**src/rtl/bn12_pkg.sv**
```systemverilog
// shared types, constants and helpers for the bgra to nv12 converter
`default_nettype none

package bn12_pkg;

	localparam int MAX_WIDTH = 4096;
	localparam int MAX_HEIGHT = 4096;
	localparam int LINE_DEPTH = (MAX_WIDTH + 1) / 2;
	localparam int LINE_IDX_W = $clog2(LINE_DEPTH);
	localparam int POS_W = 12;
	localparam int CFG_W = 13;
	localparam int SUM_W = 9;
	localparam int LINE_W = 3 * SUM_W;
	localparam int QUEUE_DEPTH = 4;
	localparam int QUEUE_PTR_W = $clog2(QUEUE_DEPTH);

	localparam logic [CFG_W-1:0] WIDTH_RESET = 13'd1920;
	localparam logic [CFG_W-1:0] HEIGHT_RESET = 13'd1080;

	typedef enum logic [0:0] {
		REG_FRAME_WIDTH  = 1'b0,
		REG_FRAME_HEIGHT = 1'b1
	} cfg_reg_t;

	typedef enum logic [1:0] {
		STEP_Y = 2'd0,
		STEP_U = 2'd1,
		STEP_V = 2'd2
	} step_t;

	// one pixel after the front end: luma done, chroma as channel averages
	typedef struct packed {
		logic [POS_W-1:0] row;
		logic [POS_W-1:0] column;
		logic [7:0]       luma;
		logic             chroma;
		logic             edge_pair;
		logic [7:0]       avg_b;
		logic [7:0]       avg_g;
		logic [7:0]       avg_r;
	} quad_entry_t;

	function automatic logic [7:0] clamp_byte(input logic signed [16:0] v);
		logic [7:0] res;
		if (v < 17'sd0) begin
			res = 8'd0;
		end else if (v > 17'sd255) begin
			res = 8'd255;
		end else begin
			res = v[7:0];
		end
		return res;
	endfunction

endpackage

`default_nettype wire

```
**src/rtl/bn12_queue.sv**
```systemverilog
// short word queue between the front end and the result sequencer
`default_nettype none

module bn12_queue (
	input  wire logic                  clk,
	input  wire logic                  arst_n,
	input  wire logic                  push_valid,
	output logic                       push_ready,
	input  wire bn12_pkg::quad_entry_t push_entry,
	output logic                       pop_valid,
	input  wire logic                  pop_ready,
	output bn12_pkg::quad_entry_t      pop_entry
);

	bn12_pkg::quad_entry_t               slot_q [bn12_pkg::QUEUE_DEPTH];
	logic [bn12_pkg::QUEUE_PTR_W-1:0]   wr_ptr_q;
	logic [bn12_pkg::QUEUE_PTR_W-1:0]   rd_ptr_q;
	logic [bn12_pkg::QUEUE_PTR_W:0]     count_q;
	logic                               push;
	logic                               pop;

	assign push_ready = (count_q != (bn12_pkg::QUEUE_PTR_W+1)'(bn12_pkg::QUEUE_DEPTH));
	assign pop_valid = (count_q != '0);
	assign pop_entry = slot_q[rd_ptr_q];
	assign push = push_valid && push_ready;
	assign pop = pop_valid && pop_ready;

	always_ff @(posedge clk) begin
		if (push) begin
			slot_q[wr_ptr_q] <= push_entry;
		end
	end

	always_ff @(posedge clk or negedge arst_n) begin
		if (!arst_n) begin
			wr_ptr_q <= '0;
			rd_ptr_q <= '0;
			count_q <= '0;
		end else begin
			if (push) begin
				wr_ptr_q <= wr_ptr_q + 1'b1;
			end
			if (pop) begin
				rd_ptr_q <= rd_ptr_q + 1'b1;
			end
			if (push && !pop) begin
				count_q <= count_q + 1'b1;
			end else if (pop && !push) begin
				count_q <= count_q - 1'b1;
			end
		end
	end

endmodule

`default_nettype wire

```
**config.mk**
```make
export PLATFORM = sky130hd
export DESIGN_NAME = bn12_queue
export DESIGN_NICKNAME = d
export VERILOG_FILES = /design/src/rtl/bn12_pkg.sv /design/src/rtl/bn12_queue.sv
export SDC_FILE = /design/constraint.sdc
export NUM_CORES = 1
export LEC_CHECK = 0
export BUFFER_PORTS_ARGS = -buffer_cell sky130_fd_sc_hd__buf_2
export CAP_MARGIN = 20
export CELL_PAD_IN_SITES_DETAIL_PLACEMENT = 0
export CELL_PAD_IN_SITES_GLOBAL_PLACEMENT = 1
export CORE_MARGIN = 2
export CORE_UTILIZATION = 45
export DETAILED_ROUTE_END_ITERATION = 7
export PLACE_DENSITY = 0.83
export SYNTH_ARGS = -nofsm -noshare
export SYNTH_HDL_FRONTEND = slang
export SYNTH_SLANG_ARGS = --single-unit
```
**constraint.sdc**
```tcl
create_clock -name clk -period 2.75 [get_ports clk]
set_clock_uncertainty 0.15 [all_clocks]
set_input_delay 0.1375 -clock clk [delete_from_list [all_inputs] [get_ports clk]]
set_output_delay 0.1375 -clock clk [all_outputs]
set_load 0.01 [all_outputs]
```
==> summary.md <==
| Metric | Value |
|---|---|
| First DRT Iteration DRCs | between 100 and 150 |
| Max Clk Rate | just over 0.4 GHz |
| Rel. slew slack | 74.3% |
| Crit. End Element | output pin |
| Clock network latency to the later pin of the worst-skew pair | roughly 0.52 ns |
| DIE HEIGHT | between 100 and 150 µm |
| Area Overhead vs Synth | 26.7% |
| Worst slew pin tran | 0.384 ns |
| Final setup violation count | 0 |
| GRT Total Usage | 15.6% |
| Post-synthesis register bit count | about 240 |
| Leak pwr | 3.89 nW |
| Worst endpoint required time | ~2.5 ns |
| Cts bufs inserted | 25 |
| Clock Tree Root | clkbuf_16 |
| Status | finished clean |
| Share of cells above drive strength 1 | 41.1% |
| Max-cap violations | 0 |
| Post-CTS sizing | 0 |
| Avg WL per Cell | roughly 19 µm |
| Netlist cell types | 19 |
| Fin. max-slew vios | 0 |
| Cell count after synthesis | around 340 |
| Global route overflow | 0 |
| Pwr Density | around 1000 nW/µm² |
| Hold depth | 2 |
| CP Max Fanout | 16 |
| Syn Area/Cell | approximately 26 µm² |
| Sequential-to-total area share from yosys stat | 80.7% |
| Fin Setup TNS | 0 ns |
| Synthesized net count | just over 400 |
| Vias in the first global route | about 4600 |
| Final hold vios | 0 |
| Largest net degree at the start of global routing | 53 |
| Hold WC Path Type | input pin to flip-flop |
| Final period util | slightly below 90% |
| Post-Route WL | about 16000 µm |
| H-tree levels | 1 |
| Starting Density | a little under half |
| PortBufs | 121 |
| Cell Rows | 51 |
| Register-to-Register Path Depth | 8 |
| Synth area leader | edfxtp_1 |
| Synth top area share | ~79% |
| IO Pins | 122 |
| RSZ-0062 raised after global routing | no |
| Drt drc | 0 |
| Max clock buf depth | 3 |
| Nets | about 610 |
| Placer Congestion | between 0.7 and 0.8 |
| Clock-pin slew on the worst setup and hold paths | roughly 0.06 ns |
| CTS tree | built |
| Critical Path AT | 2.14 ns |
| Total setup buffers inserted after CTS | 0 |
| Die area | around 21000 µm² |
| Critical path class | flip-flop to output pin |
| Initial antenna violation count | 0 |
| Number of diodes | 0 |
| Synthesized cell area | ~9000 µm² |
| First-pass GRT wire length | ~25000 µm |
| Total number of vias | around 4100 |
| Yosys Warn Count | 0 |
| Fin crit period | 2.43 ns |
| Antenna Nets Post-Route | 0 |
| DIE WIDTH | roughly 140 µm |
| Drt pass-1 iters | 4 |
| Top cells by area, synth | edfxtp_1 79%, mux4_2 15%, dfrtp_1 2.0%, buf_12 1.4%, ha_1 0.71% |
| Final core utilization | between 50% and 60% |
| Clock sink total | 239 |
| Drt via density | roughly 5 |
| CORE AREA | between 15000 and 20000 µm² |
| Max VDD drop | 0.710 mV |
| Post-DP HPWL | ~9000 µm |
| Worst setup SP type | flip-flop |
cells by family (layout without fill, tap and decap cells):
family                   Yosys count  count (layout)  share of synthesized area (%)
flip-flops                       239             239                           80.7
multiplexers                      60              60                           15.0
buffers and inverters             17             242                           2.06
AND/OR/NAND/NOR                   10              10                          0.580
adder cells (fa/ha/maj)            6               6                          0.933
XOR/XNOR                           6               6                          0.594
AO/OA/AOI/OAI                      1               1                          0.127
synthesized netlist by cell type:
master / count
a21boi_2: 1
and2_1: 4
buf_12: 6
buf_2: 5
buf_4: 2
buf_6: 1
dfrtp_1: 7
edfxtp_1: 232
fa_1: 1
ha_1: 5
inv_1: 3
mux2_2: 2
mux4_2: 58
nand2_1: 2
nand3_1: 1
nor2_1: 2
or3_1: 1
xnor2_1: 4
xor2_1: 2
power by group:
group / internal [W] / switching (W)
clock network: 0.00194 / 0.00129
registers: 0.00482 / 0.000269
logic: 0.00166 / 0.00172
state kept, by name, summed over array words and instances, names as in the netlist:
register and cells:
slot_q 232, count_q 3, rd_ptr_q 2, wr_ptr_q 2
placed cells by master (no fill, tap or decap), types with 5 or more instances in the layout:
master,n
ha_1,5
mux4_2,58
clkbuf_16,25
dfrtp_1,5
clkinv_1,9
buf_12,7
dlygate4sd3_1,62
buf_2,121
edfxtp_1,232
layout make-up:
type	instances	area, µm²
repair buffers	194	1400
flip-flops and latches	239	7150
clock inverters	17	156
multi-input cells	83	1540
inverters	3	11.3
well taps	265	332
clock buffers	28	637
fillers	1440	8180
worst max-delay path, stage by stage (launching register included):
cell,delay [ns]
dfrtp_4,0.65
buf_4,0.29
mux4_2,0.54
buf_2,0.16
layer usage:
layer	vias to the layer above	GRT usage (%)	wire, µm
li1	1860	-	-
met1	2138	20.7	6910
met2	114	26.8	8120
met3	19	3.38	865
met4	0	3.58	194
met5	-	0	0
through the flow:
step	power, W	setup slack, ns	area (µm²)	hold slack, ns	cells
3_3_place_gp	0.00847	0.553	9800	-0.167	722
2_1_floorplan	0.00741	0.0312	8850	-0.308	339
4_1_cts	0.0119	0.268	11200	0.195	829
3_5_place_dp	0.00856	0.494	9800	-0.159	722
5_1_grt	0.0123	0.225	11200	0.215	829
6_report	0.0117	0.324	11200	0.216	829
worst paths after layout:
| check | end | slack (ns) | from |
|---|---|---|---|
| max in group asynchronous | rd_ptr_q[0]$_DFFE_PN0P_ | 1.66 | arst_n |
| min in group asynchronous | count_q[2]$_DFFE_PN0P_ | 0.46 | arst_n |
| max reg2reg | count_q[2]$_DFFE_PN0P_ | 0.48 | count_q[0]$_DFFE_PN0P_ |
| min | slot_q[2][33]$_DFFE_PP_ | 0.22 | push_entry[33] |
| max | pop_entry[18] | 0.32 | rd_ptr_q[0]$_DFFE_PN0P_ |
| min reg2reg | count_q[2]$_DFFE_PN0P_ | 0.39 | count_q[2]$_DFFE_PN0P_ |
repair_timing:
action | in CTS | in global routing
hold buffers | 62 | 0
endpoints found under the hold margin | 243 | 0
endpoints found under the setup margin | 0 | 0
No activity file was read; power rests on OpenSTA's default activity.
