$ cat config.mk
export PLATFORM = sky130hd
export DESIGN_NAME = bn12_back
export DESIGN_NICKNAME = d
export VERILOG_FILES = /design/src/rtl/bn12_pkg.sv /design/src/rtl/bn12_back.sv
export SDC_FILE = /design/constraint.sdc
export NUM_CORES = 1
export LEC_CHECK = 0
export BUFFER_PORTS_ARGS = -buffer_cell sky130_fd_sc_hd__buf_2
export CORE_MARGIN = 3
export CORE_UTILIZATION = 61
export CTS_CLUSTER_SIZE = 10
export DETAILED_ROUTE_END_ITERATION = 12
export PLACE_DENSITY_LB_ADDON = 0.15
export SLEW_MARGIN = 10
export SYNTH_ARGS = -nofsm -noshare
export SYNTH_HDL_FRONTEND = slang
export SYNTH_SLANG_ARGS = --single-unit
$ cat constraint.sdc
create_clock -name clk -period 4.2 [get_ports clk]
set_input_delay 0.42 -clock clk [delete_from_list [all_inputs] [get_ports clk]]
set_output_delay 0.42 -clock clk [all_outputs]
set_load 0.02 [all_outputs]
$ cat src/rtl/bn12_pkg.sv
// shared types, constants and helpers for the bgra to nv12 converter
`default_nettype none

package bn12_pkg;

	localparam int MAX_WIDTH = 4096;
	localparam int MAX_HEIGHT = 4096;
	localparam int LINE_DEPTH = (MAX_WIDTH + 1) / 2;
	localparam int LINE_IDX_W = $clog2(LINE_DEPTH);
	localparam int POS_W = 12;
	localparam int CFG_W = 13;
	localparam int SUM_W = 9;
	localparam int LINE_W = 3 * SUM_W;
	localparam int QUEUE_DEPTH = 4;
	localparam int QUEUE_PTR_W = $clog2(QUEUE_DEPTH);

	localparam logic [CFG_W-1:0] WIDTH_RESET = 13'd1920;
	localparam logic [CFG_W-1:0] HEIGHT_RESET = 13'd1080;

	typedef enum logic [0:0] {
		REG_FRAME_WIDTH  = 1'b0,
		REG_FRAME_HEIGHT = 1'b1
	} cfg_reg_t;

	typedef enum logic [1:0] {
		STEP_Y = 2'd0,
		STEP_U = 2'd1,
		STEP_V = 2'd2
	} step_t;

	// one pixel after the front end: luma done, chroma as channel averages
	typedef struct packed {
		logic [POS_W-1:0] row;
		logic [POS_W-1:0] column;
		logic [7:0]       luma;
		logic             chroma;
		logic             edge_pair;
		logic [7:0]       avg_b;
		logic [7:0]       avg_g;
		logic [7:0]       avg_r;
	} quad_entry_t;

	function automatic logic [7:0] clamp_byte(input logic signed [16:0] v);
		logic [7:0] res;
		if (v < 17'sd0) begin
			res = 8'd0;
		end else if (v > 17'sd255) begin
			res = 8'd255;
		end else begin
			res = v[7:0];
		end
		return res;
	endfunction

endpackage

`default_nettype wire

$ cat src/rtl/bn12_back.sv
// back end: chroma conversion and the Y, U, V result sequencer
`default_nettype none

module bn12_back (
	input  wire logic                  clk,
	input  wire logic                  arst_n,
	input  wire logic                  pop_valid,
	output logic                       pop_ready,
	input  wire bn12_pkg::quad_entry_t pop_entry,
	output logic                       m_tvalid,
	input  wire logic                  m_tready,
	output logic [31:0]                m_tdata,
	output logic                       m_tuser,
	output logic                       m_tlast
);

	localparam int PW = bn12_pkg::POS_W;

	bn12_pkg::step_t       step_q;
	bn12_pkg::step_t       step_d;
	logic                  cur_valid_q;
	logic                  cur_valid_d;
	bn12_pkg::quad_entry_t cur_q;
	logic [7:0]            u_q;
	logic [7:0]            v_q;

	logic                  cur_last;
	logic                  pop;
	logic                  plane;
	logic [PW-1:0]         out_row;
	logic [PW-1:0]         out_column;
	logic [7:0]            sample_value;

	logic signed [16:0]    ab_s;
	logic signed [16:0]    ag_s;
	logic signed [16:0]    ar_s;
	logic signed [16:0]    u_sum;
	logic signed [16:0]    v_sum;
	logic signed [16:0]    u_off;
	logic signed [16:0]    v_off;

	assign ab_s = $signed({9'd0, pop_entry.avg_b});
	assign ag_s = $signed({9'd0, pop_entry.avg_g});
	assign ar_s = $signed({9'd0, pop_entry.avg_r});
	assign u_sum = 17'sd128 - 17'sd38 * ar_s - 17'sd74 * ag_s + 17'sd112 * ab_s;
	assign v_sum = 17'sd128 + 17'sd112 * ar_s - 17'sd94 * ag_s - 17'sd18 * ab_s;
	assign u_off = (u_sum >>> 8) + 17'sd128;
	assign v_off = (v_sum >>> 8) + 17'sd128;

	// final word of this pixel: Y alone, Y+U at an odd edge, else Y+U+V
	always_comb begin
		case (step_q)
			bn12_pkg::STEP_Y: cur_last = !cur_q.chroma;
			bn12_pkg::STEP_U: cur_last = cur_q.edge_pair;
			default:          cur_last = 1'b1;
		endcase
	end

	assign pop_ready = !cur_valid_q || (m_tready && cur_last);
	assign pop = pop_valid && pop_ready;

	// next state
	always_comb begin
		step_d = step_q;
		cur_valid_d = cur_valid_q;
		if (pop) begin
			step_d = bn12_pkg::STEP_Y;
			cur_valid_d = 1'b1;
		end else if (cur_valid_q && m_tready) begin
			if (cur_last) begin
				cur_valid_d = 1'b0;
			end else if (step_q == bn12_pkg::STEP_Y) begin
				step_d = bn12_pkg::STEP_U;
			end else begin
				step_d = bn12_pkg::STEP_V;
			end
		end
	end

	always_ff @(posedge clk or negedge arst_n) begin
		if (!arst_n) begin
			step_q <= bn12_pkg::STEP_Y;
			cur_valid_q <= 1'b0;
		end else begin
			step_q <= step_d;
			cur_valid_q <= cur_valid_d;
		end
	end

	always_ff @(posedge clk) begin
		if (pop) begin
			cur_q <= pop_entry;
			u_q <= bn12_pkg::clamp_byte(u_off);
			v_q <= bn12_pkg::clamp_byte(v_off);
		end
	end

	// outputs
	always_comb begin
		case (step_q)
			bn12_pkg::STEP_U: begin
				plane = 1'b1;
				out_row = {1'b0, cur_q.row[PW-1:1]};
				out_column = {cur_q.column[PW-1:1], 1'b0};
				sample_value = u_q;
			end
			bn12_pkg::STEP_V: begin
				plane = 1'b1;
				out_row = {1'b0, cur_q.row[PW-1:1]};
				out_column = {cur_q.column[PW-1:1], 1'b1};
				sample_value = v_q;
			end
			default: begin
				plane = 1'b0;
				out_row = cur_q.row;
				out_column = cur_q.column;
				sample_value = cur_q.luma;
			end
		endcase
	end

	assign m_tvalid = cur_valid_q;
	assign m_tdata = {sample_value, out_column, out_row};
	assign m_tuser = plane;
	assign m_tlast = cur_last;

endmodule

`default_nettype wire

==> reports/metrics.yaml, run 1 <==
synthFlopType: "edfxtp_1"
yosysUniqueCellTypes: 67
max-clock-path-buffers: 2
crit_required_ns: 4.22
synth-edff-count: 50
yosysWarnings: 0
synth_area_mm2: 0.00775
post_synth.cell_area_avg_um2: 9.85
vias_per_cell: 6.38
area.growth.synth_to_final_pct: 45.1
insertedDiodeCount: 0
synth.top_cells.by_area: "ha_1 24%, edfxtp_1 19%, fa_1 16%"
cap_violations: 0
maxSlewViolCount: 0
netlist.area_leader.share_pct: 24.1
fin_worst_skew_ns: 0.00413
grt_pass1_wl_um: 38100
worst_skew_pair.late_latency_ns: 0.30
final_cell_count_no_fill: 1254
drive_above_1_share_pct: 44.8
detail_route.wl_per_cell_um: 24.4
syn_nets: 1060
cp_top_family: "adder cells"
fp.coreArea_mm2: 0.0122
timing.final.setup_violations: 16
drc_errors: 0
share_of_synthesized_area_occupied_by_flip_flops_and_latches_pct: 20.3
utilization_pct: 92.1
fill_cell_count: 458
worst_pin_slew_ns: 1.19
final.setup.tns_ns: -31.14
hold_violations: 0
floorplan.rows: 40
final_area_mm2: 0.0112
cts_inserted_buffers: 5
footprint_of_the_multi_input_gates_mm2: 0.00650
dr.first_iter.drc_count: 975
failed_checks: "negative setup slack"
timing.critical_path.slowest_stage_cell: "fa_1"
antenna_left: 0
clk_transition_reported_paths_ns: 0.07
setup.worst_path.class: "input port to flip-flop"
outcome: "finished, violations left"
max-slew-margin-rel_pct: 21.0
synth.cells.most_frequent: "158 x inv_1, 149 x ha_1, 62 x fa_1"
inst_count_dp: 1220
vias: 8003
share_of_the_cycle_needed_by_the_critical_path_after_routing_pct: 153
synth.most_common_cell: "inv_1"
antenna_violations_before_repair: 0
synthDominantAreaCellType: "ha_1"
yosys_register_bits: 53
io_buffers: 97
post_synth_inst_count: 787
dr.pass1.iters: 5
finalNetCount: 1358
number_of_global_route_vias_before_repair: 7676
critPathMaxStageDelay_ns: 0.52
asyncSetResetFlopFracSynth_pct: 5.66
cts_root_buf: "clkbuf_16"
worstSetupStartpointType: "input port"
initial_utilization_pct: 63.5
critical_path.max_fanout: 7
dp_hpwl_um: 17500
die_w_um: 119
detail_route.wirelength_um: 30600
design.die.area_mm2: 0.0141
rsz0062_at_grt: "true"
finalCriticalPeriod_ns: 6.44
final_critical_path_setup_slack_ns: -2.24
tritoncts: "yes"
timing.hold.worst.class: "input port to flip-flop"
io_pins: 98
die_h_um: 119
grt_max_degree: 51
critPathCaptureType: "flip-flop"
routabilityCongestion: 1.02
area.sequential_mm2: 0.00158
grt_use_total_pct: 33.5
placement.cell_area_mm2: 0.0100
htreeDepth: 2
numClockSinks: 53
fmax_mhz: 155
overflow: 0
worst-path-buf-inv: 7
crit_arrival_ns: 6.46
[cells by family (layout without fill, tap and decap cells)]
kind of cell	count (synthesis)	count (layout)	synth area share [%]
multiplexers	13	13	1.87
flip-flops	53	53	20.3
AO/OA/AOI/OAI	177	177	15.2
XOR/XNOR	54	54	6.20
AND/OR/NAND/NOR	101	101	7.19
buffers and inverters	178	477	9.16
adder cells (fa/ha/maj)	211	211	40.1
[per-layer routing]
layer	up-vias	track usage, %	wire length (um)
li1	3296	-	-
met1	3840	39.3	10200
met2	613	62.2	14800
met3	254	3.21	2460
met4	0	13.4	3090
met5	-	0	0
[sequential cells by signal (all words and copies together), names as in the netlist]
name	flops
u_q	8
cur_q	34
m_tvalid	1
step_q	2
v_q	8
[metrics by stage]
stage | hold slack [ns] | setup WS, ns
after detailed placement | 0.230 | -2.30
after CTS | 0.303 | -1.59
after global placement | 0.216 | -2.04
after floorplan | 0.124 | -1.77
final | 0.296 | -2.24
after global routing | 0.294 | -2.38
[worst paths after layout]
check / startpoint / to / slack, ns / cells past startpoint
worst max register to register: step_q[1] / cur_q[52] / 1.12 / 7
min in group asynchronous: arst_n / step_q[0] / 0.45 / 2
max in group asynchronous: arst_n / m_tvalid / 3.63 / 2
worst min register to register: step_q[1] / step_q[1] / 0.58 / 1
worst min-delay path: pop_entry[41] / cur_q[41] / 0.30 / 1
worst max-delay path: pop_entry[10] / v_q[6] / -2.24 / 29
[repair_timing]
item                       4_1_cts  5_1_grt
gates resized for setup         90       77
hold endpoints to repair         3        0
setup endpoints to repair       16       16
pin swaps                       60       39
hold buffers                     1        0
buffers inserted                15       12
[area by class of cell]
type / instances / area share [%]
repair buffers: 311 / 19.6
clock inverters: 2 / 0.122
inverters: 158 / 5.40
flip-flops and latches: 53 / 14.0
well taps: 168 / 1.87
multi-input cells: 556 / 57.8
clock buffers: 6 / 1.15
[cell usage in the layout (no fill, tap or decap), types with 16 or more instances in the layout]
cell type	n
ha_1	120
inv_2	17
buf_6	16
xnor2_1	29
ha_4	27
a21oi_1	38
edfxtp_1	50
a21o_1	16
a21oi_2	16
buf_2	87
fa_1	59
nor2_1	21
buf_4	204
inv_1	137
Power of run 1 is left out: the tool's default activity adds up to more than one toggle a clock period on the data nets, which glitch-free logic cannot reach.
==> run 2: changes to the inputs <==
--- a/config.mk
+++ b/config.mk
@@ -7,7 +7,8 @@
 export LEC_CHECK = 0
 export BUFFER_PORTS_ARGS = -buffer_cell sky130_fd_sc_hd__buf_2
 export CORE_MARGIN = 3
-export CORE_UTILIZATION = 61
+export CORE_UTILIZATION = 62
+export CTS_BUF_LIST = sky130_fd_sc_hd__clkbuf_2
 export CTS_CLUSTER_SIZE = 10
 export DETAILED_ROUTE_END_ITERATION = 12
 export PLACE_DENSITY_LB_ADDON = 0.15
==> reports/metrics.yaml, run 2 (synthesized netlist as in run 1, its figures left out) <==
share_of_the_cycle_needed_by_the_critical_path_after_routing_pct: 146
critical_path.max_fanout: 7
number_of_global_route_vias_before_repair: 8107
cts_inserted_buffers: 5
placement.cell_area_mm2: 0.0100
routabilityCongestion: 0.913
final_critical_path_setup_slack_ns: -1.92
die_w_um: 118
area.sequential_mm2: 0.00158
clk_transition_reported_paths_ns: 0.25
numClockSinks: 53
die_h_um: 118
timing.hold.worst.class: "input port to flip-flop"
path_depth_of_the_worst_reg2reg_path: 7
placement.setup.worst_slack_ns: -2.49
insertedDiodeCount: 0
tritoncts: "yes"
dp_hpwl_um: 17500
footprint_of_the_multi_input_gates_mm2: 0.00655
detail_route.wl_per_cell_um: 22.8
final_cell_count_no_fill: 1262
failed_checks: "negative setup slack"
antenna_violations_before_repair: 0
outcome: "finished, violations left"
grt_use_total_pct: 34.9
biggestRegsByFlops: "cur_q (34), u_q (8), v_q (8)"
vias_per_cell: 6.14
regMostFlops: "cur_q"
area.growth.synth_to_final_pct: 45.4
drc_errors: 0
drive_above_1_share_pct: 45.5
cap_violations: 0
dr.pass1.iters: 7
overflow: 0
fin_worst_skew_ns: 0.0140
largest_register_ffs: 34
rsz0062_at_grt: "true"
cts_root_buf: "clkbuf_2"
critPathMaxStageDelay_ns: 0.57
worstSetupStartpointType: "input port"
detail_route.wirelength_um: 28800
worst-r2r-setup-slack_ns: 1.28
inst_count_dp: 1221
worst_hold_path.endpoint: "cur_q[28]"
htreeDepth: 2
finalCriticalPeriod_ns: 6.12
crit_arrival_ns: 6.41
floorplan.rows: 40
holdWs_ns: 0.121
grt_max_degree: 51
design.die.area_mm2: 0.0139
final_common_cell: "buf_4"
mostFrequentLayoutCells: "205 x buf_4, 138 x inv_1, 114 x ha_1, 88 x buf_2, 59 x fa_1"
io_buffers: 97
max-clock-path-buffers: 2
hold_violations: 0
vias: 7752
crit_required_ns: 4.49
grt_pass1_wl_um: 39100
dr.first_iter.drc_count: 643
fp.coreArea_mm2: 0.0121
setup.worst_path.class: "input port to flip-flop"
timing.critical_path.slowest_stage_cell: "fa_1"
worst_skew_pair.late_latency_ns: 0.45
min-delay-start: "pop_entry[28]"
critical_path.reg2reg.endpoint: "cur_q[45]"
max-slew-margin-rel_pct: 27.2
io_pins: 98
antenna_left: 0
regToRegStartpoint: "step_q[1]"
finalNetCount: 1366
fmax_mhz: 164
initial_utilization_pct: 64.0
maxSlewViolCount: 0
critPathCaptureType: "flip-flop"
timing.final.setup_violations: 16
final_area_mm2: 0.0113
hold_path_depth: 1
fill_cell_count: 436
worst_pin_slew_ns: 1.09
-- run 2: cell count changes in the layout (fill, tap and decap cells not counted), moves of 3 or more --
| cell | before | now |
|---|---|---|
| clkbuf_2 | 0 | 5 |
| clkbuf_16 | 5 | 0 |
| o21ai_1 | 7 | 4 |
| ha_1 | 120 | 114 |
| buf_6 | 16 | 22 |
| nor4_2 | 3 | 0 |
| ha_4 | 27 | 31 |
| o21ai_2 | 9 | 12 |
-- run 2: per-layer routing --
layer	track usage, %	part of all wire [%]
met1	36.9	34
met2	63.9	50
met3	4.57	6.8
met4	24.3	9.3
met5	0	0
-- run 2: worst max path at each step --
stage | from | cells after the start | slack (ns) | end
6_report | pop_entry[13] | 25 | -1.92 | v_q[5]
5_1_grt | pop_entry[12] | 25 | -2.03 | v_q[5]
4_1_cts | pop_entry[12] | 25 | -1.43 | v_q[3]
3_5_place_dp | pop_entry[12] | 28 | -2.49 | v_q[5]
3_3_place_gp | pop_entry[12] | 25 | -2.01 | v_q[3]
2_1_floorplan | pop_entry[12] | 25 | -1.77 | v_q[5]
-- run 2: per-stage QoR --
step | utilization (%) | setup TNS [ns]
after floorplan | - | -22.23
after CTS | 89.3 | -19.53
after detailed placement | 82.9 | -32.59
final | 93.0 | -25.29
after global routing | 93.0 | -27.58
after global placement | 82.9 | -28.76
-- run 2: final cells by class --
cell class	instances	share of cell area, %
Sequential cell	53	14.0
Timing Repair Buffer	319	20.3
Inverter	158	5.39
Clock buffer	5	0.222
Multi-Input combinational cell	556	58.1
Clock inverter	3	0.156
Tap cell	168	1.87
-- run 2: timing repair --
action | 4_1_cts | 5_1_grt
resized for setup | 114 | 64
endpoints found under the setup margin | 16 | 16
hold buffers | 1 | 0
buffers inserted | 18 | 16
pin swaps | 62 | 74
hold endpoints to repair | 3 | 0
-- run 2: worst max-delay path, delay by kind of cell --
family	cells	cell delay, ns
adders and majority gates	8	2.99
AOI/OAI and AO/OA	8	1.78
buffers and inverters	6	0.64
and+or+nand+nor	2	0.38
xor gates and xnor gates	1	0.19
Power of run 2 is left out for the same reason.
==> run 3: changes to the inputs <==
--- a/config.mk
+++ b/config.mk
@@ -8,7 +8,7 @@
 export BUFFER_PORTS_ARGS = -buffer_cell sky130_fd_sc_hd__buf_2
 export CORE_MARGIN = 3
 export CORE_UTILIZATION = 62
-export CTS_BUF_LIST = sky130_fd_sc_hd__clkbuf_2
+export CTS_BUF_LIST = sky130_fd_sc_hd__clkbuf_4
 export CTS_CLUSTER_SIZE = 10
 export DETAILED_ROUTE_END_ITERATION = 12
 export PLACE_DENSITY_LB_ADDON = 0.15
==> reports/metrics.yaml, run 3 (synthesized netlist as in run 1, its figures left out) <==
crit_arrival_ns: 6.33
worstSetupStartpointType: "input port"
largest_register_ffs: 34
max-clock-path-buffers: 2
share_of_the_cycle_needed_by_the_critical_path_after_routing_pct: 146
inst_count_dp: 1221
maxSlewViolCount: 0
fmax_mhz: 163
regMostFlops: "cur_q"
io_buffers: 97
overflow: 0
cts_inserted_buffers: 5
dr.pass1.iters: 5
final_common_cell: "buf_4"
initial_utilization_pct: 64.0
detail_route.wirelength_um: 26800
max-slew-margin-rel_pct: 26.9
clk_transition_reported_paths_ns: 0.15
crit_required_ns: 4.41
critical_path.max_fanout: 7
worst_skew_pair.late_latency_ns: 0.37
fill_cell_count: 501
worst_pin_slew_ns: 1.10
outcome: "finished, violations left"
floorplan.rows: 40
area.growth.synth_to_final_pct: 43.5
failed_checks: "negative setup slack"
drc_errors: 0
detail_route.wl_per_cell_um: 21.3
grt_use_total_pct: 34.6
drive_above_1_share_pct: 44.4
design.die.area_mm2: 0.0139
hold_violations: 0
vias: 7551
grt_pass1_wl_um: 38600
dp_hpwl_um: 17500
fp.coreArea_mm2: 0.0121
numClockSinks: 53
number_of_global_route_vias_before_repair: 8010
critPathCaptureType: "flip-flop"
dr.first_iter.drc_count: 569
mostFrequentLayoutCells: "208 x buf_4, 137 x inv_1, 116 x ha_1, 88 x buf_2, 59 x fa_1"
biggestRegsByFlops: "cur_q (34), u_q (8), v_q (8)"
utilization_pct: 91.8
rsz0062_at_grt: "true"
final.setup.tns_ns: -25.50
final_area_mm2: 0.0111
tritoncts: "yes"
finalNetCount: 1361
finalCriticalPeriod_ns: 6.12
timing.final.setup_violations: 16
vias_per_cell: 6.00
setup.worst_path.class: "input port to flip-flop"
fin_worst_skew_ns: 0.0126
htreeDepth: 2
die_h_um: 118
hold_path_depth: 1
antenna_left: 0
die_w_um: 118
final_critical_path_setup_slack_ns: -1.92
path_depth_of_the_worst_reg2reg_path: 7
routabilityCongestion: 0.913
grt_max_degree: 51
antenna_violations_before_repair: 1
final_cell_count_no_fill: 1258
timing.hold.worst.class: "input port to flip-flop"
cap_violations: 0
placement.cell_area_mm2: 0.0100
cts_root_buf: "clkbuf_4"
io_pins: 98
-- run 3: changes by cell type in the layout (fill, tap and decap cells not counted), sizes merged --
cell,delta
buf,-5
diode,+1
-- run 3: what timing repair did --
item / in CTS / in global routing
endpoints found under the setup margin: 16 / 16
endpoints found under the hold margin: 3 / 0
setup buffers: 17 / 10
gates resized for setup: 114 / 41
cloned: 0 / 0
pin swaps: 64 / 53
hold buffers: 1 / 0
-- run 3: per-stage QoR --
stage	hold WS, ns	worst slack, ns
3_5_place_dp	0.227	-2.49
4_1_cts	0.203	-1.55
6_report	0.209	-1.92
3_3_place_gp	0.218	-2.01
5_1_grt	0.188	-2.00
2_1_floorplan	0.124	-1.77
-- run 3: final cells by class --
class / count / area (um^2) / share of cell area (%)
Inverter: 158 / 607 / 5.46
Clock inverter: 3 / 17.5 / 0.158
Sequential cell: 53 / 1580 / 14.2
Timing Repair Buffer: 314 / 2210 / 19.9
Tap cell: 168 / 210 / 1.89
Clock buffer: 5 / 37.5 / 0.338
Multi-Input combinational cell: 556 / 6450 / 58.0
Antenna cell: 1 / 2.50 / 0.0225
-- run 3: layer usage --
metal	global-route usage, %	routed length (um)
met1	35.7	9170
met2	64.4	13600
met3	4.76	1610
met4	23.4	2370
met5	0	0
-- run 3: worst paths after layout --
path | from | endpoint | slack (ns)
max in group asynchronous | arst_n | step_q[1] | 3.73
worst min-delay path | pop_entry[28] | cur_q[28] | 0.21
min in group asynchronous | arst_n | m_tvalid | 0.35
worst min register to register | step_q[1] | step_q[1] | 0.58
worst max register to register | step_q[1] | cur_q[45] | 1.37
worst max-delay path | pop_entry[12] | v_q[5] | -1.92
-- run 3: worst max-delay path, stage by stage --
cell and delay (ns):
buf_8 0.08, clkinvlp_4 0.11, fa_1 0.57, inv_2 0.05, ha_4 0.23, fa_1 0.45
buf_4 0.16, ha_4 0.25, a21o_1 0.17, a21oi_4 0.09, buf_4 0.14, buf_4 0.13
buf_4 0.13, xnor2_1 0.19, ha_1 0.31, fa_1 0.60, inv_1 0.07, ha_1 0.35
nand4_1 0.16, a21oi_2 0.24, o21ai_2 0.13, o311ai_2 0.44, nand2_2 0.13, ha_4 0.32
a31o_4 0.25, a311oi_2 0.18
Power of run 3 is left out for the same reason.
